===== config.mk =====
export PLATFORM = sky130hd
export DESIGN_NAME = dihed_scale
export DESIGN_NICKNAME = d
export VERILOG_FILES = /design/src/sv/dihed_scale.sv
export SDC_FILE = /design/constraint.sdc
export NUM_CORES = 1
export LEC_CHECK = 0
export BUFFER_PORTS_ARGS = -buffer_cell sky130_fd_sc_hd__buf_2
export CAP_MARGIN = 10
export CELL_PAD_IN_SITES_DETAIL_PLACEMENT = 0
export CELL_PAD_IN_SITES_GLOBAL_PLACEMENT = 1
export CORE_MARGIN = 3
export CORE_UTILIZATION = 25
export CTS_CLUSTER_DIAMETER = 120
export DETAILED_ROUTE_END_ITERATION = 10
export PLACE_DENSITY_LB_ADDON = 0.1
export SLEW_MARGIN = 20
export SYNTH_ARGS = -nofsm -noshare
export SYNTH_HDL_FRONTEND = slang
export SYNTH_SLANG_ARGS = --single-unit

===== constraint.sdc =====
create_clock -name clk -period 3.6 [get_ports clk]
set_input_delay 0.18 -clock clk [delete_from_list [all_inputs] [get_ports clk]]
set_output_delay 0.18 -clock clk [all_outputs]
set_load 0.01 [all_outputs]

===== src/sv/dihed_scale.sv =====
// two-stage block scaler: shifts a group of values so the largest magnitude has OW bits
module dihed_scale #(
  parameter int N  = 3,
  parameter int IW = 33,
  parameter int OW = 20
) (
  input  logic                 clk,
  input  logic signed [IW-1:0] din  [N],
  output logic signed [OW:0]   dout [N],
  output logic                 zero
);

  localparam int LW = $clog2(IW + 1);
  localparam int EW = (IW > OW ? IW : OW) + 1;

  logic signed [IW-1:0] held [N];
  logic [LW-1:0]        len;
  logic [LW-1:0]        len_next;
  logic [IW-1:0]        mag_or;
  logic signed [OW:0]   dout_next [N];

  // bit length of the largest magnitude equals that of the or of all magnitudes
  always_comb begin
    mag_or   = '0;
    len_next = '0;
    for (int i = 0; i < N; i++) begin
      mag_or = mag_or | (din[i][IW-1] ? IW'(-din[i]) : IW'(din[i]));
    end
    for (int b = 0; b < IW; b++) begin
      if (mag_or[b]) len_next = LW'(b + 1);
    end
  end

  always_ff @(posedge clk) begin
    held <= din;
    len  <= len_next;
  end

  always_comb begin
    logic signed [EW-1:0] ext;
    logic signed [EW-1:0] sh;
    for (int i = 0; i < N; i++) begin
      ext = {{(EW - IW){held[i][IW-1]}}, held[i]};
      if (int'(len) > OW) sh = ext >>> (int'(len) - OW);
      else                sh = ext <<< (OW - int'(len));
      dout_next[i] = sh[OW:0];
    end
  end

  always_ff @(posedge clk) begin
    dout <= dout_next;
    zero <= (len == '0);
  end

endmodule


After elaboration in Yosys (flattened, before gate mapping)

Index checks and enable logic that the tools add are counted.
Widths: inputs -> output; s select.

Register bits after elaboration: 169
Input port bits: 100
Output and inout bits: 64

Add/subtract/negate cells: 5
Magnitude comparators: 1
Shift-type cells: 6
Multiplexer cells: 38
Bitwise gates (word level): 2
Reduce and logical (&&, ||, !) cells: 2

Operators by type and width:

| operator            | number |
|---|---|
| $mux 6              | 29 |
| $mux 33             | 3 |
| $neg 33->33         | 3 |
| $sshl 33x32->21     | 3 |
| $sshr 33x32->21     | 3 |
| $or 33x33->33       | 2 |
| $mux 21             | 3 |
| $sub 5x6->7 const A | 1 |
| $sub 6x5->7 const B | 1 |
| $gt 6x5->1 const B  | 1 |
| $logic_not 6->1     | 1 |
| $mux 1              | 2 |
| $mux 2              | 1 |
| $reduce_or 2->1     | 1 |

Longest topological paths before layout

Gate-level depths: netlist (run 1).

Depth after elaboration: 36
Gate-level depth with buffers: 17
Gate-level depth less buffers: 11

Worst setup path before layout (run 1)

Ideal clock, no wire load.

Path kind: flip-flop to flip-flop
Start point: reg len[2]
End point: reg dout[21] (netlist bit)
Setup time: 0.160 ns
Arrival time: 3.473 ns
Required time: 3.440 ns
Setup slack: -0.033 ns
Cell stages (with the launch flop): 17
Path buffers: 7
Cell sequence: dfxtp_1 > clkbuf_1 > inv_1 > clkbuf_1 > clkbuf_1 > ha_1 > clkbuf_1 > nor2b_1 > nor2_1 > clkbuf_1 > clkbuf_1 > clkbuf_1 > o21ai_0 > mux2i_1 > o21ai_0 > a221oi_1 > o22ai_1

RTL lines:

| what                   | line | text |
|---|---|---|
| start, declared        | 17   | `logic [LW-1:0] len;` |
| start signal, assigned | 36   | `len <= len_next;` |
| end signal, assigned   | 51   | `dout <= dout_next;` |
| end, declared          | 9    | `output logic signed [OW:0] dout [N],` |

Worst setup path in the final report (run 1)

Start point: in din[67] (netlist bit)
End point: reg len[2]

Word-level cells in the longest chain between the ends: 32
Elaborated cells on any way between the ends: 33

RTL lines:

| what                          | line | text |
|---|---|---|
| start, declared               | 8    | `input logic signed [IW-1:0] din [N],` |
| $neg 33->33 *                 | 27   | `mag_or = mag_or \| (din[i][IW-1] ? IW'(-din[i]) : IW'(din[i]));` |
| $mux 33 *                     | 27   |  |
| $or 33x33->33 * (2 in series) | 27   |  |
| $mux 6 (28 in series)         | 30   | `if (mag_or[b]) len_next = LW'(b + 1);` |

Every way passes the cells marked *; elsewhere a longest branch is shown, timed or not.
A chain may end at the register's enable or synchronous reset.

==> run_results.csv, run 1 <==
group,metric,value,unit
status,result_of_the_run,"complete, no violations",
drt,route.detailed.wl_per_inst,26.6,um
final_layout,layout.core_utilization,32.2,%
worst_setup_path,start_kind,"primary input",
power,ir_worst_vdd,471,uV
clock_tree,numCtsBuffers,17,
power,power,8.31,mW
power,netSwitchingPower,3.64,mW
drt,vias,16770,
grt,largest_net_degree_at_the_start_of_global_routing,81,
grt,gr-total-overflow,0,
sta,hold_slack,129,ps
floorplanning,io_pins,164,
sta,period_needed,3440,ps
sta,finalCritPeriodShare,95.6,%
worst_setup_path,crit_path_cell_chain,"dlygate4sd3_1 -> buf_2 -> inv_1 -> ha_1 -> or3b_2 -> or2_1 -> o31ai_2 -> xor2_1 -> nand3_1 -> or4_1 -> o211ai_1 -> nand3_1 -> a31oi_1",
worst_setup_path,rrSetupSlack,320,ps
sta,finalMaxSlewViolations,0,
worst_setup_path,timing.critical_path.to_type,"flip-flop",
floorplanning,count_of_standard_cell_rows,88,
logic_synthesis,post_synth_design_cell_area,14900,um2
placed_design,io_buffer_count,163,
floorplanning,die_area,62400,um2
clock_tree,clock_slew_at_the_register_clock_pins_of_the_worst_setup_and_hold_paths,70,ps
power,p_clk_share,23.3,%
clock_tree,cts_tree,"built",
logic_synthesis,async_reset_ff_share,0,%
drt,detail_route.iter0.violations,1498,
logic_synthesis,flip_flop_and_latch_count_after_synthesis,169,
logic_synthesis,post_synth_num_cell_types,81,
floorplanning,initial_utilization,25.5,%
logic_synthesis,synthFlopType,"sky130_fd_sc_hd__dfxtp_1",
floorplanning,die_width,250,um
grt,grt_use_met2,38.6,%
sta,timing_hold_violations_final,0,
logic_synthesis,synthCells,1942,
placed_design,routability_driven_placement_congestion_ratio,0.901,
floorplanning,coreArea,58200,um2
grt,met3_track_demand_over_resource_in_global_routing,3.71,%
final_layout,area_growth_syn_to_layout,26.2,%
final_layout,design.final.nets,2280,
min_path,min-delay-path-class,"in2reg",
logic_synthesis,seq_area_frac_synth,22.8,%
drt,count_of_nets_left_with_antenna_violations_after_detail_routing,0,
final_layout,mostFrequentLayoutCell,"sky130_fd_sc_hd__o21ai_0",
clock_tree,clock_insertion_delay_worst_skew,500,ps
final_layout,final.fill_count,6235,
grt,grt_pass1_vias,16196,
drt,route.detailed.drc,0,
sta,timing.slew.headroom,33.6,%
power,sequentialPowerShare,28.5,%
sta,clock_skew,24.1,ps
flow_run,max_cap_viol_count,0,
grt,antenna_violations_before_repair,7,
clock_tree,clockBufferDepth,2,
worst_setup_path,largest_driver_fanout_on_the_critical_path,7,
sta,timing.fmax,0.290,GHz
worst_setup_path,worstSetupPathType,"in2reg",
grt,globalRoute.busiestLayer,"met2",
worst_setup_path,cp_data_required_time,4000,ps
grt,grt_first_pass_wirelength,115000,um
sta,tns_setup,0,ps
floorplanning,die_h,250,um
grt,grt_util_met1,34.6,%
clock_tree,ctsHtreeMaxLevel,4,
logic_synthesis,postSynthAreaPerCell,7.65,um2
drt,drt_wl_total,78600,um
power,power_switching_share,43.8,%
logic_synthesis,synth-edff-count,0,
final_layout,most-common-layout-cells,"213 x sky130_fd_sc_hd__o21ai_0, 167 x sky130_fd_sc_hd__mux2i_1, 167 x sky130_fd_sc_hd__nor2_1",
grt,gr-usage-all-layers,24.6,%
worst_setup_path,critical-path-slowest-cell,"sky130_fd_sc_hd__or4_1",
power,intPower,4.67,mW
power,cellLeakagePower,7.05,nW
sta,rsz0062_at_grt,"no",
worst_setup_path,crit_arrival,3840,ps
logic_synthesis,yosysWarningCount,0,
clock_tree,number_of_clock_sinks_seen_by_cts,169,
sta,final-setup-viol-count,0,
logic_synthesis,syn_nets,2049,
final_layout,final_layout_size_suffix_gt1_share,20.8,%
worst_setup_path,critical-path-top-cell-by-count,"sky130_fd_sc_hd__nand3_1",
worst_setup_path,critPathMaxStageDelay,630,ps
drt,drt-pass1-iter-count,5,
power,power.combinational.fraction,48.3,%
clock_tree,cts-root-buf,"sky130_fd_sc_hd__clkbuf_16",
drt,route.detailed.vias_per_inst,5.68,
placed_design,dp_hpwl,63700,um
power,powerDensity,443,nW/um2
sta,worst_slew_pin_slew,989,ps
==> final cells by class <==
class / instances / area (um2) / area share [%]
inverter: 30 / 113 / 0.601
tap: 765 / 957 / 5.11
multi-input combinational: 1570 / 10800 / 57.6
sequential: 169 / 3390 / 18.1
antenna: 2 / 5.00 / 0.0267
timing repair buffer: 385 / 2870 / 15.3
clock inverter: 14 / 181 / 0.968
clock buffer: 17 / 425 / 2.27
==> worst max-delay path: cells and delay by family <==
kind	cells	cell delay [ps]
AOI/OAI and AO/OA	3	760
adders and majority gates	1	230
buffers and inverters	3	770
xor gates and xnor gates	1	170
and+or+nand+nor	5	1710
==> per-stage QoR <==
stage | cell area (um2) | setup slack, ps | cells
floorplan | 14900 | 74.2 | 1942
global placement | 17200 | 263 | 2823
detailed placement | 17200 | 256 | 2823
CTS | 18700 | 209 | 2950
global route | 18700 | 15.0 | 2950
finish | 18700 | 157 | 2952
==> kinds of logic (layout without fill, tap and decap cells) <==
| logic type | after synthesis | count (layout) | synth area share (%) |
|---|---|---|---|
| flops | 169 | 169 | 22.8 |
| compound gates | 660 | 660 | 27.6 |
| buf+inv | 203 | 446 | 5.16 |
| mux | 254 | 254 | 20.3 |
| simple gates | 571 | 571 | 19.0 |
| xor+xnor | 78 | 78 | 4.60 |
| fa+ha+maj | 7 | 7 | 0.589 |
| other cells | 0 | 2 | 0 |
==> Yosys cell counts (24+ instances only) <==
master	count	area share, %
sky130_fd_sc_hd__buf_1	29	0.73
sky130_fd_sc_hd__clkbuf_1	140	3.5
sky130_fd_sc_hd__nand2_1	130	3.3
sky130_fd_sc_hd__o22ai_1	64	2.7
sky130_fd_sc_hd__mux2i_1	167	11
sky130_fd_sc_hd__nor3_1	28	0.94
sky130_fd_sc_hd__inv_1	25	0.63
sky130_fd_sc_hd__mux4_2	33	5.0
sky130_fd_sc_hd__dfxtp_1	169	23
sky130_fd_sc_hd__a211oi_1	24	1.2
sky130_fd_sc_hd__xor2_1	56	3.3
sky130_fd_sc_hd__nor2_1	169	4.3
sky130_fd_sc_hd__mux2_2	54	4.1
sky130_fd_sc_hd__o211ai_1	29	1.5
sky130_fd_sc_hd__o31ai_1	26	1.3
sky130_fd_sc_hd__o21ai_0	215	7.2
sky130_fd_sc_hd__a21oi_1	160	5.4
sky130_fd_sc_hd__nand3_1	79	2.7
==> worst paths after layout <==
kind,from,to,cells after the start
setup / recovery,din[67],len[2]$_SDFF_PP0_,13
hold / removal,din[65],held[65]$_DFF_P_,2
setup reg to reg,len[3]$_SDFF_PP0_,dout[55]$_DFF_P_,10
hold reg to reg,held[0]$_DFF_P_,dout[0]$_DFF_P_,2
==> layer usage <==
metal | share of wire (%) | up-vias
li1 | - | 7804
met5 | 0 | -
met1 | 46 | 8192
met4 | 3.0 | 0
met3 | 5.8 | 111
met2 | 45 | 663
==> sequential cells by signal (all words and copies together), names as in the netlist <==
signal / flops
held: 99
zero: 1
len: 6
dout: 63
==> power by group through the flow <==
stage               combinational, mW  sequential (mW)  clock [mW]
CTS                              3.97             2.37        1.98
detailed placement               3.88             2.41           0
finish                           4.01             2.37        1.93
floorplan                        2.00             2.46           0
global route                     4.27             2.40        2.04
global placement                 3.91             2.41           0
==> what timing repair did <==
action,4_1_cts,5_1_grt
buffers inserted,0,0
setup endpoints to repair,0,1
hold endpoints to repair,96,0
resized for setup,0,1
hold buffers,96,0
(Power assumes the default switching activity.)
==> run 2: changes to the inputs <==
- CORE_UTILIZATION: 25 -> 31
==> run 2 against run 1 <==
Compared with the run above:
- combinational power shrank 2%
- cell count shrank 5.4%
- sequential share of layout area up 0.19 points
- largest power group unchanged
- highest routed layer unchanged
==> run_results.csv, run 2 (same netlist as run 1, synthesis figures left out) <==
group,metric,value,unit
status,result_of_the_run,"complete, no violations",
grt,gr-usage-all-layers,28.6,%
placed_design,dp_hpwl,58800,um
min_path,holdPathStages,1,
final_layout,final_layout_size_suffix_gt1_share,20.9,%
worst_setup_path,largest_driver_fanout_on_the_critical_path,7,
sta,final-setup-viol-count,0,
final_layout,insertedDiodeCount,0,
placed_design,io_buffer_count,163,
sta,timing.slew.headroom,46.0,%
final_layout,area_growth_syn_to_layout,24.9,%
drt,vias,16724,
final_layout,mostFrequentLayoutCell,"sky130_fd_sc_hd__o21ai_0",
clock_tree,clock_insertion_delay_worst_skew,470,ps
worst_setup_path,reg2reg_from,"len[2]$_SDFF_PP0_",
min_path,min_to,"held[65]$_DFF_P_",
worst_setup_path,rrSetupSlack,420,ps
worst_setup_path,timing.critical_path.to_type,"flip-flop",
drt,count_of_nets_left_with_antenna_violations_after_detail_routing,0,
drt,drt_wl_total,73700,um
sta,timing_hold_violations_final,0,
power,powerDensity,444,nW/um2
sta,clock_skew,19.0,ps
worst_setup_path,worstSetupPathType,"in2reg",
final_layout,design.final.nets,2280,
floorplanning,io_pins,164,
clock_tree,cts_tree,"built",
floorplanning,count_of_standard_cell_rows,79,
clock_tree,clock_slew_at_the_register_clock_pins_of_the_worst_setup_and_hold_paths,80,ps
grt,gr-total-overflow,0,
drt,detail_route.iter0.violations,1893,
placed_design,placement.cell_area,17000,um2
final_layout,most-common-layout-cells,"213 x sky130_fd_sc_hd__o21ai_0, 168 x sky130_fd_sc_hd__nor2_1, 167 x sky130_fd_sc_hd__mux2i_1",
sta,finalMaxSlewViolations,0,
worst_setup_path,cp_data_required_time,3940,ps
floorplanning,coreArea,47000,um2
grt,grt_first_pass_wirelength,108000,um
sta,timing.fmax,0.285,GHz
final_layout,layout_top_registers,"held x99, dout x63, len x6",
min_path,min-delay-path-class,"in2reg",
final_layout,regMostFlops,"held",
sta,finalCritPeriodShare,97.4,%
drt,route.detailed.vias_per_inst,5.99,
floorplanning,die_width,225,um
grt,antenna_violations_before_repair,2,
floorplanning,die_h,225,um
flow_run,max_cap_viol_count,0,
final_layout,post-route-cell-area,18600,um2
worst_setup_path,start_kind,"primary input",
drt,route.detailed.drc,0,
final_layout,largest_reg_flops,99,
sta,rsz0062_at_grt,"no",
clock_tree,number_of_clock_sinks_seen_by_cts,169,
drt,route.detailed.wl_per_inst,26.4,um
final_layout,final.fill_count,4877,
placed_design,dpl.cell_count,2665,
power,ir_worst_vdd,363,uV
placed_design,detailedPlace.worstSlack,-71.7,ps
placed_design,routability_driven_placement_congestion_ratio,0.923,
worst_setup_path,crit_arrival,3840,ps
final_layout,multi_input_comb_area,10800,um2
clock_tree,clockBufferDepth,2,
power,cellLeakagePower,7.05,nW
worst_setup_path,reg2regPathDepth,11,
clock_tree,cts-root-buf,"sky130_fd_sc_hd__clkbuf_16",
final_layout,register_area,3390,um2
floorplanning,die_area,50600,um2
sta,period_needed,3510,ps
clock_tree,post_cts.repair.setup_buffers,0,
min_path,min_from,"din[65]",
clock_tree,ctsHtreeMaxLevel,4,
drt,drt-pass1-iter-count,6,
floorplanning,initial_utilization,31.6,%
sta,layout_setup_ws,94.7,ps
worst_setup_path,timing.rr.end,"dout[13]$_DFF_P_",
sta,worst_slew_pin_slew,808,ps
final_layout,final_cells,2793,
grt,largest_net_degree_at_the_start_of_global_routing,98,
clock_tree,numCtsBuffers,17,
sta,hold_slack,150,ps
final_layout,layout.core_utilization,39.5,%
grt,grt_pass1_vias,15919,
run 2: routing by layer:
| metal | wire length (um) | global-route usage (%) | vias up |
|---|---|---|---|
| met4 | 2080 | 8.63 | 0 |
| met2 | 33400 | 45.7 | 678 |
| met5 | 0 | 0 | - |
| li1 | - | - | 7805 |
| met3 | 4690 | 3.65 | 104 |
| met1 | 33500 | 40.3 | 8137 |
run 2: final cells by class:
cell class	count	share of cell area (%)
multi-input combinational	1570	58.3
tap	607	4.09
clock inverter	12	0.742
inverter	30	0.607
clock buffer	20	2.46
timing repair buffer	385	15.5
sequential	169	18.3
run 2: worst max path at each step:
stage	cells after the start	slack (ps)	end	from
2_1_floorplan	16	70	dout[21]$_DFF_P_	len[2]$_SDFF_PP0_
3_3_place_gp	10	-160	len[2]$_SDFF_PP0_	din[70]
3_5_place_dp	12	-70	len[2]$_SDFF_PP0_	din[66]
4_1_cts	12	0.3	len[2]$_SDFF_PP0_	din[34]
5_1_grt	11	60	len[2]$_SDFF_PP0_	din[73]
6_report	10	90	len[2]$_SDFF_PP0_	din[3]
run 2: power breakdown:
group          leakage, nW  internal [mW]  total [mW]  switching (mW)
clock                0.290           1.07        1.93           0.859
sequential            1.42           2.18        2.39           0.203
combinational         5.33           1.48        3.92            2.43
total                 7.05           4.74        8.23            3.49
run 2: worst max-delay path: stages:
cell and delay, ps:
sky130_fd_sc_hd__dlygate4sd3_1 530, sky130_fd_sc_hd__buf_2 180, sky130_fd_sc_hd__or4_1 540, sky130_fd_sc_hd__o41ai_1 390, sky130_fd_sc_hd__xor2_1 290, sky130_fd_sc_hd__nand3_1 200
sky130_fd_sc_hd__or4_1 640, sky130_fd_sc_hd__o211ai_1 350, sky130_fd_sc_hd__nand3_1 150, sky130_fd_sc_hd__a31oi_2 380
run 2: metrics by stage:
step	power, mW	TNS (ps)
CTS	8.20	0
finish	8.23	0
floorplan	4.46	0
global route	8.61	0
detailed placement	6.19	-86.2
global placement	6.22	-161
run 2: timing repair:
item	4_1_cts	5_1_grt
hold endpoints to repair	96	0
gates resized for setup	0	5
hold buffers	96	0
endpoints found under the setup margin	0	4
