--- src/sv/dihed_pkg.sv ---
// shared widths, types, constants and the cordic arctangent table for the torsion angle pipeline
package dihed_pkg;

  localparam int COORD_WIDTH_DEFAULT = 32;
  localparam int ANGLE_FRAC_DEFAULT  = 17;

  // bond and normal vectors are rescaled to this many magnitude bits
  localparam int VEC_BITS = 20;
  localparam int SV_W     = VEC_BITS + 1;
  localparam int CR_W     = 2 * SV_W + 1;
  localparam int BB_W     = 2 * SV_W;
  localparam int RT_W     = BB_W / 2;
  localparam int NUM_W    = 64;

  // cordic operand scaling and datapath widths
  localparam int PAIR_BITS    = 29;
  localparam int PS_W         = PAIR_BITS + 1;
  localparam int CX_W         = 33;
  localparam int CZ_W         = 36;
  localparam int CORDIC_STEPS = 32;
  localparam int CORDIC_PER   = 2;
  localparam int SQ_PER       = 3;

  localparam logic signed [CZ_W-1:0] PI_Q32 = 36'sd13493037704;

  typedef logic signed [SV_W-1:0] svec_t [3];
  typedef logic signed [CR_W-1:0] cvec_t [3];

  typedef struct packed {
    logic signed [NUM_W-1:0] num;
    logic signed [CR_W-1:0]  uv;
    logic                    degen;
  } sq_side_t;

  typedef struct packed {
    logic degen;
    logic num_zero;
    logic den_neg;
  } cd_side_t;

  // atan(2^-i) in Q32
  function automatic logic signed [CZ_W-1:0] atan_q32(input logic [4:0] i);
    logic signed [CZ_W-1:0] r;
    case (i)
      5'd0:  r = 36'sd3373259426;
      5'd1:  r = 36'sd1991351318;
      5'd2:  r = 36'sd1052175346;
      5'd3:  r = 36'sd534100635;
      5'd4:  r = 36'sd268086748;
      5'd5:  r = 36'sd134174063;
      5'd6:  r = 36'sd67103403;
      5'd7:  r = 36'sd33553749;
      5'd8:  r = 36'sd16777131;
      5'd9:  r = 36'sd8388597;
      5'd10: r = 36'sd4194303;
      5'd11: r = 36'sd2097152;
      5'd12: r = 36'sd1048576;
      5'd13: r = 36'sd524288;
      5'd14: r = 36'sd262144;
      5'd15: r = 36'sd131072;
      5'd16: r = 36'sd65536;
      5'd17: r = 36'sd32768;
      5'd18: r = 36'sd16384;
      5'd19: r = 36'sd8192;
      5'd20: r = 36'sd4096;
      5'd21: r = 36'sd2048;
      5'd22: r = 36'sd1024;
      5'd23: r = 36'sd512;
      5'd24: r = 36'sd256;
      5'd25: r = 36'sd128;
      5'd26: r = 36'sd64;
      5'd27: r = 36'sd32;
      5'd28: r = 36'sd16;
      5'd29: r = 36'sd8;
      5'd30: r = 36'sd4;
      5'd31: r = 36'sd2;
      default: r = '0;
    endcase
    return r;
  endfunction

endpackage

--- src/sv/dihed_isqrt.sv ---
// pipelined floor square root, a few result bits per stage, side data carried alongside
module dihed_isqrt #(
  parameter int SW = 1
) (
  input  logic                           clk,
  input  logic                           rst,
  input  logic                           in_valid,
  input  logic [dihed_pkg::BB_W-1:0]     radicand,
  input  logic [SW-1:0]                  in_side,
  output logic                           out_valid,
  output logic [dihed_pkg::RT_W-1:0]     root,
  output logic [SW-1:0]                  out_side
);

  localparam int BW     = dihed_pkg::BB_W;
  localparam int NSTEP  = dihed_pkg::RT_W;
  localparam int PER    = dihed_pkg::SQ_PER;
  localparam int STAGES = (NSTEP + PER - 1) / PER;
  localparam int RW     = BW + 1;

  logic [BW-1:0] rem_q  [STAGES];
  logic [RW-1:0] res_q  [STAGES];
  logic          vld_q  [STAGES];
  logic [SW-1:0] side_q [STAGES];

  for (genvar s = 0; s < STAGES; s++) begin : g_st
    logic [BW-1:0] rem_in;
    logic [RW-1:0] res_in;
    logic          vld_in;
    logic [SW-1:0] side_in;
    logic [BW-1:0] rem_next;
    logic [RW-1:0] res_next;

    if (s == 0) begin : g_first
      assign rem_in  = radicand;
      assign res_in  = '0;
      assign vld_in  = in_valid;
      assign side_in = in_side;
    end else begin : g_next
      assign rem_in  = rem_q[s-1];
      assign res_in  = res_q[s-1];
      assign vld_in  = vld_q[s-1];
      assign side_in = side_q[s-1];
    end

    always_comb begin
      logic [RW-1:0] bitv;
      logic [RW-1:0] trial;
      rem_next = rem_in;
      res_next = res_in;
      bitv     = '0;
      trial    = '0;
      for (int j = 0; j < PER; j++) begin
        if (s * PER + j < NSTEP) begin
          bitv  = RW'(1) << (BW - 2 - 2 * (s * PER + j));
          trial = res_next + bitv;
          if ({1'b0, rem_next} >= trial) begin
            rem_next = rem_next - trial[BW-1:0];
            res_next = (res_next >> 1) + bitv;
          end else begin
            res_next = res_next >> 1;
          end
        end
      end
    end

    always_ff @(posedge clk) begin
      if (rst) begin
        vld_q[s] <= 1'b0;
      end else begin
        vld_q[s] <= vld_in;
      end
    end

    always_ff @(posedge clk) begin
      rem_q[s]  <= rem_next;
      res_q[s]  <= res_next;
      side_q[s] <= side_in;
    end
  end

  assign out_valid = vld_q[STAGES-1];
  assign root      = res_q[STAGES-1][NSTEP-1:0];
  assign out_side  = side_q[STAGES-1];

endmodule

--- config.mk ---
export PLATFORM = sky130hd
export DESIGN_NAME = dihed_isqrt
export DESIGN_NICKNAME = d
export VERILOG_FILES = /design/src/sv/dihed_pkg.sv /design/src/sv/dihed_isqrt.sv
export SDC_FILE = /design/constraint.sdc
export NUM_CORES = 1
export LEC_CHECK = 0
export ABC_AREA = 1
export BUFFER_PORTS_ARGS = -buffer_cell sky130_fd_sc_hd__buf_2
export CAP_MARGIN = 0
export CORE_MARGIN = 5
export CORE_UTILIZATION = 47
export DETAILED_ROUTE_END_ITERATION = 10
export PLACE_DENSITY = 0.73
export SETUP_SLACK_MARGIN = 0.1
export SLEW_MARGIN = 10
export SYNTH_ARGS = -nofsm -noshare
export SYNTH_HDL_FRONTEND = slang
export SYNTH_SLANG_ARGS = --single-unit
--- constraint.sdc ---
create_clock -name clk -period 10.1 [get_ports clk]
set_clock_uncertainty 0.05 [all_clocks]
set_input_delay 1.01 -clock clk [delete_from_list [all_inputs] [get_ports clk]]
set_output_delay 1.01 -clock clk [all_outputs]
set_load 0.1 [all_outputs]
After elaboration in Yosys (flattened, before gate mapping)
Memory sizes are Yosys's and may differ from the RTL's.
Cells that the tools add are included.
{ "totals": {"regBits": 0, "mem_bits_rw": 609, "in_bits": 46, "out_inout_bits": 23, "wordCells": 145, "memories": 4} }
{ "memory_table": {"columns": ["name", "words", "word_bits", "read_ports", "rd_clocked_by_memory_dff", "wr", "line", "source"], "rows": [
  ["res_q", 7, 43, 7, 0, 7, "dihed_isqrt.sv:22", "logic [RW-1:0] res_q [STAGES];"],
  ["rem_q", 7, 42, 6, 0, 7, "dihed_isqrt.sv:21", "logic [BW-1:0] rem_q [STAGES];"],
  ["side_q", 7, 1, 7, 0, 7, "dihed_isqrt.sv:24", "logic [SW-1:0] side_q [STAGES];"],
  ["vld_q", 7, 1, 7, 0, 7, "dihed_isqrt.sv:23", "logic vld_q [STAGES];"]
]} }
{ "op_classes": {"addsub": 61, "n_lt_le_gt_ge": 21, "n_mux": 52, "n_bitwise": 7} }
{ "ops": {"columns": ["op", "count"], "rows": [
  ["2-to-1 mux 42 bit", 21],
  ["2-to-1 mux 43 bit", 20],
  ["subtractor 42 bit", 20],
  ["greater-or-equal comparator 42 x 43 -> 1 bit", 19],
  ["adder 42 x 1 -> 43 bit (second input constant)", 1],
  ["adder 42 x 11 -> 43 bit (second input constant)", 1],
  ["adder 42 x 13 -> 43 bit (second input constant)", 1],
  ["adder 42 x 15 -> 43 bit (second input constant)", 1],
  ["adder 42 x 17 -> 43 bit (second input constant)", 1],
  ["adder 42 x 19 -> 43 bit (second input constant)", 1],
  ["adder 42 x 21 -> 43 bit (second input constant)", 1],
  ["adder 42 x 23 -> 43 bit (second input constant)", 1],
  ["adder 42 x 25 -> 43 bit (second input constant)", 1],
  ["adder 42 x 27 -> 43 bit (second input constant)", 1],
  ["adder 42 x 29 -> 43 bit (second input constant)", 1],
  ["adder 42 x 3 -> 43 bit (second input constant)", 1],
  ["adder 42 x 31 -> 43 bit (second input constant)", 1],
  ["adder 42 x 33 -> 43 bit (second input constant)", 1],
  ["adder 42 x 35 -> 43 bit (second input constant)", 1],
  ["adder 42 x 37 -> 43 bit (second input constant)", 1],
  ["adder 42 x 5 -> 43 bit (second input constant)", 1],
  ["adder 42 x 7 -> 43 bit (second input constant)", 1],
  ["adder 42 x 9 -> 43 bit (second input constant)", 1],
  ["adder 43 x 1 -> 43 bit (second input constant)", 1],
  ["26 further kinds", 41]
]} }

Logic depth before layout (Yosys ltp)
Gate-level depths: netlist of run 1.
An unclocked memory read counts as a cell.
{ "logic_depth": {"ltp_word": 10, "depth_mapped": 46} }

Worst setup path before layout of run 1
No wires, ideal clock.
{ "synth_path": {"kind": "register to register", "startpoint": "memory res_q[4][26] in the netlist's numbering", "endpoint": "memory rem_q[5][24] in the netlist's numbering", "arrival_ns": 5.780, "t_required_ns": 9.933, "setup_slack_ns": 4.152, "stages_incl_launch_ff": 42, "synth_period_minus_slack_ns": 5.948, "cell_sequence": "dfxtp_1 inv_1 ha_1 a21oi_1 nand2_1 inv_2 nand2_1 inv_1 nand2_2 nor2_2 clkbuf_1 clkbuf_1 o21ai_0 ha_1 nand2_1 nor2_1 inv_1 nor2_1 (+6 left out) buf_4 clkbuf_1 nand2_1 o21ai_0 inv_1 ha_1 nand2_1 nor2_1 inv_1 nor4_1 nand3b_1 nor2_1 nand2_1 nand3_4 inv_6 buf_12 nand2_2 o21ai_2"} }
{ "synth_rtl": {"columns": ["item", "line"], "rows": [
  ["start, declared", "dihed_isqrt.sv:22"],
  ["end, declared", "dihed_isqrt.sv:21"]
]} }

==> results of run 1 <==
## path summary, 6_finish.rpt
check / to / slack (ps) / depth (start not counted)
max: rem_q[4][21] / 2200 / 33
min: side_q[4] / 270 / 0
max reg2reg: rem_q[4][21] / 2200 / 33
min reg2reg: side_q[4] / 270 / 0
## metrics by stage
| stage | cell area [um2] | cells | hold WS, ps | worst slack [ps] | total power, mW |
|---|---|---|---|---|---|
| detailed placement | 33150 | 6147 | 263.8 | 2414 | 10.39 |
| global route | 34600 | 6220 | 279.6 | 1452 | 13.25 |
| global placement | 33150 | 6147 | 260.3 | 2418 | 10.35 |
| CTS | 34600 | 6220 | 276.6 | 2365 | 12.02 |
| finish | 34600 | 6221 | 272.4 | 2199 | 12.13 |
| floorplan | 32130 | 5259 | 259.6 | 4152 | 8.361 |
## logic make-up (layout without fill, tap and decap cells)
group / count (synthesis) / count (layout)
flops: 350 / 350
xor+xnor: 222 / 222
fa+ha+maj: 261 / 261
simple gates: 2953 / 2953
buf+inv: 809 / 897
other cells: 0 / 1
compound gates: 664 / 664
## routing by layer
metal	track usage [%]	part of all wire [%]	vias to the layer above
met5	0	0.016	-
met4	7.992	3.0	2
met3	3.082	6.0	179
met2	47.20	46	1068
met1	36.44	45	15150
li1	-	-	17040
## report_power, final
part	switching [mW]	internal, mW	total, mW
combinational	5.75	2.73	8.49
sequential	0.313	1.74	2.05
clock	0.674	0.911	1.58
## cell type report
class                           count  area (um2)  share of cell area (%)
Antenna cell                        1       2.502                0.007231
Clock buffer                       44        1056                   3.052
Clock inverter                     29       400.4                   1.157
Inverter                          754        2835                   8.193
Multi-Input combinational cell   4100       21860                   63.16
Sequential cell                   350        7007                   20.25
Tap cell                          873        1092                   3.157
Timing Repair Buffer               70       355.3                   1.027
## worst max-delay path: cells and delay by family, from the launching register on
family	cells	cell delay [ps]
DFF	1	530
buffers and inverters	4	1120
AOI/OAI and AO/OA	8	1690
adders and majority gates	3	1130
and+or+nand+nor	18	3210
## registers in the layout (all words and copies together), names as in the netlist
register	flops
rem_q	252
res_q	84
side_q	7
vld_q	7
## cell usage in the layout, fill, tap and decap left out, types with 5 or more instances in the layout
cell type and instances:
bufinv_16 5, a31oi_1 11, xnor2_1 107, buf_2 68
inv_1 727, nor2_1 617, or2_2 24, nand3b_1 34
a21oi_2 12, nand3_2 27, nand2_4 9, clkbuf_16 40
a21oi_1 247, nand3_4 7, o21ai_0 280, dfxtp_1 350
nand3_1 375, nor3_1 81, and2_1 7, inv_2 23
inv_6 7, o21ai_2 20, o21bai_1 11, nand4_1 101
nand2_2 56, o21a_1 19, nor4_1 25, o211ai_1 6
nand2_1 1517, o21ai_1 24, nor2_4 13, xor2_1 115
clkinv_2 7, a21boi_0 7, ha_1 261, nor2_2 39
a21o_1 7
==> reports/qor.csv, run 1 <==
metric;value;unit
status;finished, final reports clean;
synth_cell_types;64;
cts_buffers;40;
ys.flop_type;dfxtp_1;
max_freq;126.6;MHz
cp-startpoint;res_q[3][28];
cp_slowest_cell;inv_1;
h-tree-depth;2;
critPathKind;register to register;
crit_path_frequent_cell;nand2_1;
synthesis.area;0.03213;mm2
syn_nets;5566;
synth-seq-cells;350;
yosysSeqAreaShare;21.81;%
synth_edf_count;0;
vias;33450;
fin_crit_sh;78.23;%
synth_async_sr_flop_share;0;%
syn2layout_area_growth;7.707;%
grt_pass1_wl;165.6;mm
avgSynthCellArea;6.109;um2
rows;95;
antenna_found_initial;1;
track_usage;27.46;%
num-fill-cells;7111;
hold_path_class;register to register;
cts_sinks;350;
hold_violations;0;
setup_viol;0;
dieHeight;271.5;um
min_period;7901;ps
peakVddDrop;0.3293;mV
synthTopCellsByCount;1,517 x nand2_1, 727 x inv_1, 617 x nor2_1, 375 x nand3_1, 350 x dfxtp_1;
io_buffer_count;68;
maxSlewViolCount;0;
cts_setup_buffers;0;
syn_inst;5259;
final_util;51.25;%
clock_path_buffers;3;
gp_congestion;1.036;
synth.top_cell.area_share;21.81;%
tightest_slew;878.6;ps
synth-simple-area-share;40.36;%
root_buffer;clkbuf_16;
hp-start;side_q[3];
slowest_delay;620;ps
ios;69;
die_x;271.5;um
worstPathArrival;8330;ps
routed_wirelength;105.9;mm
initial_core_util;47.59;%
synthXorXnorAreaFrac;6.052;%
yosys_warnings;0;
worst_setup_path_start_kind;register;
synth_mux_area_share;0;%
tritoncts;built;
dr.pass1.iters;6;
yosys.area_share.adder;10.16;%
rsz0062_at_grt;false;
viasPerCell;5.376;
cts_resized;0;
ant_nets;0;
setup.worst_path.end_class;register;
tns;0;ps
ys_top_cells_by_area;dfxtp_1 22%, nand2_1 18%, ha_1 10%, inv_1 8.5%, nor2_1 7.2%;
ctsHoldBuffers;0;
post-synth-top-count-cell;nand2_1;
cp.required;10530;ps
drive_gt1_share;7.294;%
synth_top_family_by_area;simple AND/OR/NAND/NOR gates;
path_max_fanout;30;
yosysTopAreaCell;dfxtp_1;
drtIter0Drc;2754;
maxCapViolations;0;
drc;0;
synth_compound_area_share;11.45;%
grt_pass1_vias;31180;
core;0.06751;mm2
dpl.hpwl;89.14;mm
power_leakage;17.60;nW
gr-total-overflow;0;
grt_start_max_net_pins;46;
dieArea;0.07369;mm2
clock_latency;590;ps
routedWlPerCell;17.03;um
timing.rr.start;res_q[3][28];
nets;5623;
cts.clk_slew.worst_paths;70;ps
power_density;350.4;mW/mm2
relSlewSlack;40.81;%
Note: power is estimated with default switching activity, not from simulation.
==> run 2: changes to the inputs <==
--- a/config.mk
+++ b/config.mk
@@ -5,7 +5,7 @@
 export SDC_FILE = /design/constraint.sdc
 export NUM_CORES = 1
 export LEC_CHECK = 0
-export ABC_AREA = 1
+export ABC_AREA = 0
 export BUFFER_PORTS_ARGS = -buffer_cell sky130_fd_sc_hd__buf_2
 export CAP_MARGIN = 0
 export CORE_MARGIN = 5
==> constraint.sdc (replaced) <==
create_clock -name clk -period 7.93 [get_ports clk]
set_clock_uncertainty 0.05 [all_clocks]
set_input_delay 0.793 -clock clk [delete_from_list [all_inputs] [get_ports clk]]
set_output_delay 0.793 -clock clk [all_outputs]
set_load 0.1 [all_outputs]
==> reports/qor.csv, run 2 <==
metric;value;unit
setup_viol;0;
track_usage;24.43;%
tns;0;ps
power_density;466.2;mW/mm2
yosys.area_share.adder;12.05;%
dpl.hpwl;64.74;mm
drive_gt1_share;13.84;%
root_buffer;clkbuf_16;
ant_nets;0;
relSlewSlack;26.74;%
initial_core_util;47.26;%
top_regs;rem_q (252), res_q (84);
place_area;0.02890;mm2
hold_path_class;input port to register;
grt_pass1_wl;127.7;mm
synthesis.area;0.02711;mm2
synth-seq-cells;350;
peakVddDrop;0.5204;mV
syn_nets;3744;
ys_top_cells_by_area;dfxtp_1 26%, ha_1 12%, xnor2_1 6.2%, a21oi_1 5.2%, nor2_1 4.6%;
path_max_fanout;15;
ys.flop_type;dfxtp_1;
met2_usage;40.83;%
status;finished, final reports clean;
min_period;7561;ps
worst_setup_path_start_kind;register;
yosysSeqAreaShare;25.85;%
grt_start_max_net_pins;38;
worstPathArrival;7950;ps
crit_path_frequent_cell;or4_4;
max_freq;132.3;MHz
viasPerCell;5.933;
final_common_cell;dfxtp_1;
ios;69;
setup.worst_path.end_class;register;
seq_area;0.007015;mm2
synth_mux_area_share;2.188;%
cts_buffers;40;
antenna_cells;0;
cts_sinks;350;
core;0.05737;mm2
gr-total-overflow;0;
fin_hold_ws;265.7;ps
largest_register_ff_count;252;
yosys_warnings;0;
io_buffer_count;68;
tightest_slew;1071;ps
synth_async_sr_flop_share;0;%
nets;3904;
fin_crit_sh;95.35;%
crit_buf_inv;3;
busiest_layer;met2;
dieArea;0.06258;mm2
most-common-layout-cells;343 x dfxtp_1, 331 x nor2_1, 279 x nand2_1;
antenna_found_initial;4;
cp.required;8320;ps
maxSlewViolCount;0;
synth_compound_area_share;21.29;%
vias;26070;
synthTopCellsByCount;350 x dfxtp_1, 333 x nor2_1, 281 x a21oi_1, 281 x nand2_1, 261 x ha_1;
synth-simple-area-share;23.95;%
power_leakage;13.92;nW
largest_register;rem_q;
grt_pass1_vias;23820;
synth_cell_types;105;
multi_input_area;0.01969;mm2
drc;0;
use_met1;33.11;%
slowest_delay;580;ps
met3_usage;3.208;%
drtIter0Drc;2422;
hold_violations;0;
clock_latency;590;ps
num-fill-cells;5265;
routedWlPerCell;18.73;um
critPathKind;register to register;
syn_inst;3437;
tritoncts;built;
h-tree-depth;2;
maxCapViolations;0;
synth_top_family_by_area;simple AND/OR/NAND/NOR gates;
avgSynthCellArea;7.888;um2
cts.clk_slew.worst_paths;70;ps
clock_path_buffers;3;
rsz0062_at_grt;false;
syn2layout_area_growth;15.52;%
post-synth-top-count-cell;dfxtp_1;
gp_congestion;0.9822;
final_util;54.59;%
yosysTopAreaCell;dfxtp_1;
dr.pass1.iters;6;
final_cell_area;0.03132;mm2
rows;88;
synthXorXnorAreaFrac;10.31;%
cp_slowest_cell;or4_4;
dieHeight;250.2;um
synth_edf_count;0;
final_cells;4393;
dp_cells;4289;
routed_wirelength;82.28;mm
critical_path.top_delay_family;simple AND/OR/NAND/NOR gates;
die_x;250.2;um
synth.top_cell.area_share;25.85;%
run 2: routing by layer:
layer	wire (um)	part of all wire (%)
met1	36260	44
met4	2573	3.1
met5	7	0.0085
met3	5335	6.5
met2	38100	46
run 2: metrics by stage:
stage          power (mW)  worst slack (ps)
6_report            14.60             368.9
5_1_grt             15.73             6.112
4_1_cts             14.13             102.9
3_5_place_dp        12.11            -304.1
3_3_place_gp        12.04            -333.4
2_1_floorplan       9.768             68.00
run 2: path summary, 6_finish.rpt:
kind	from	to	slack, ps	cells past startpoint
max reg2reg	res_q[2][31]	rem_q[3][37]	370	32
min	in_side	side_q[0]	270	1
max	res_q[2][31]	rem_q[3][37]	370	32
min reg2reg	side_q[3]	side_q[4]	280	0
run 2: logic make-up after synthesis:
| family | after synthesis |
|---|---|
| xor gates and xnor gates | 319 |
| DFF | 350 |
| buffers and inverters | 294 |
| adders and majority gates | 261 |
| muxes | 55 |
| and+or+nand+nor | 1262 |
| AOI/OAI and AO/OA | 896 |
run 2: worst register-to-register path: cells and delay by family (launching register included):
family	cells	cell delay (ps)
multiplexers	1	300
adder cells (fa/ha/maj)	3	990
AO/OA/AOI/OAI	7	1370
buffers and inverters	3	430
AND/OR/NAND/NOR	16	3570
XOR/XNOR	2	360
flip-flops	1	320
run 2: cell type report:
| class | count | share of cell area, % |
|---|---|---|
| multi-input cells | 2794 | 62.86 |
| flip-flops and latches | 350 | 22.40 |
| repair buffers | 209 | 4.850 |
| clock buffers | 46 | 3.364 |
| well taps | 765 | 3.056 |
| inverters | 201 | 2.441 |
| clock inverters | 27 | 1.003 |
| repair inverters | 1 | 0.02397 |
run 2: power breakdown:
part           switching [mW]  total (mW)  leakage [nW]  internal (mW)
Sequential              0.482        2.73          2.93           2.25
Combinational            5.88        9.96          10.3           4.08
Clock                   0.829        1.91         0.664           1.08
Total                    7.19        14.6          13.9           7.41
run 2: what timing repair did:
action / CTS / global route
resized for setup: 23 / 139
cloned: 0 / 5
endpoints found under the setup margin: 54 / 93
hold buffers: 0 / 0
pin swaps: 2 / 34
buffers inserted: 1 / 25
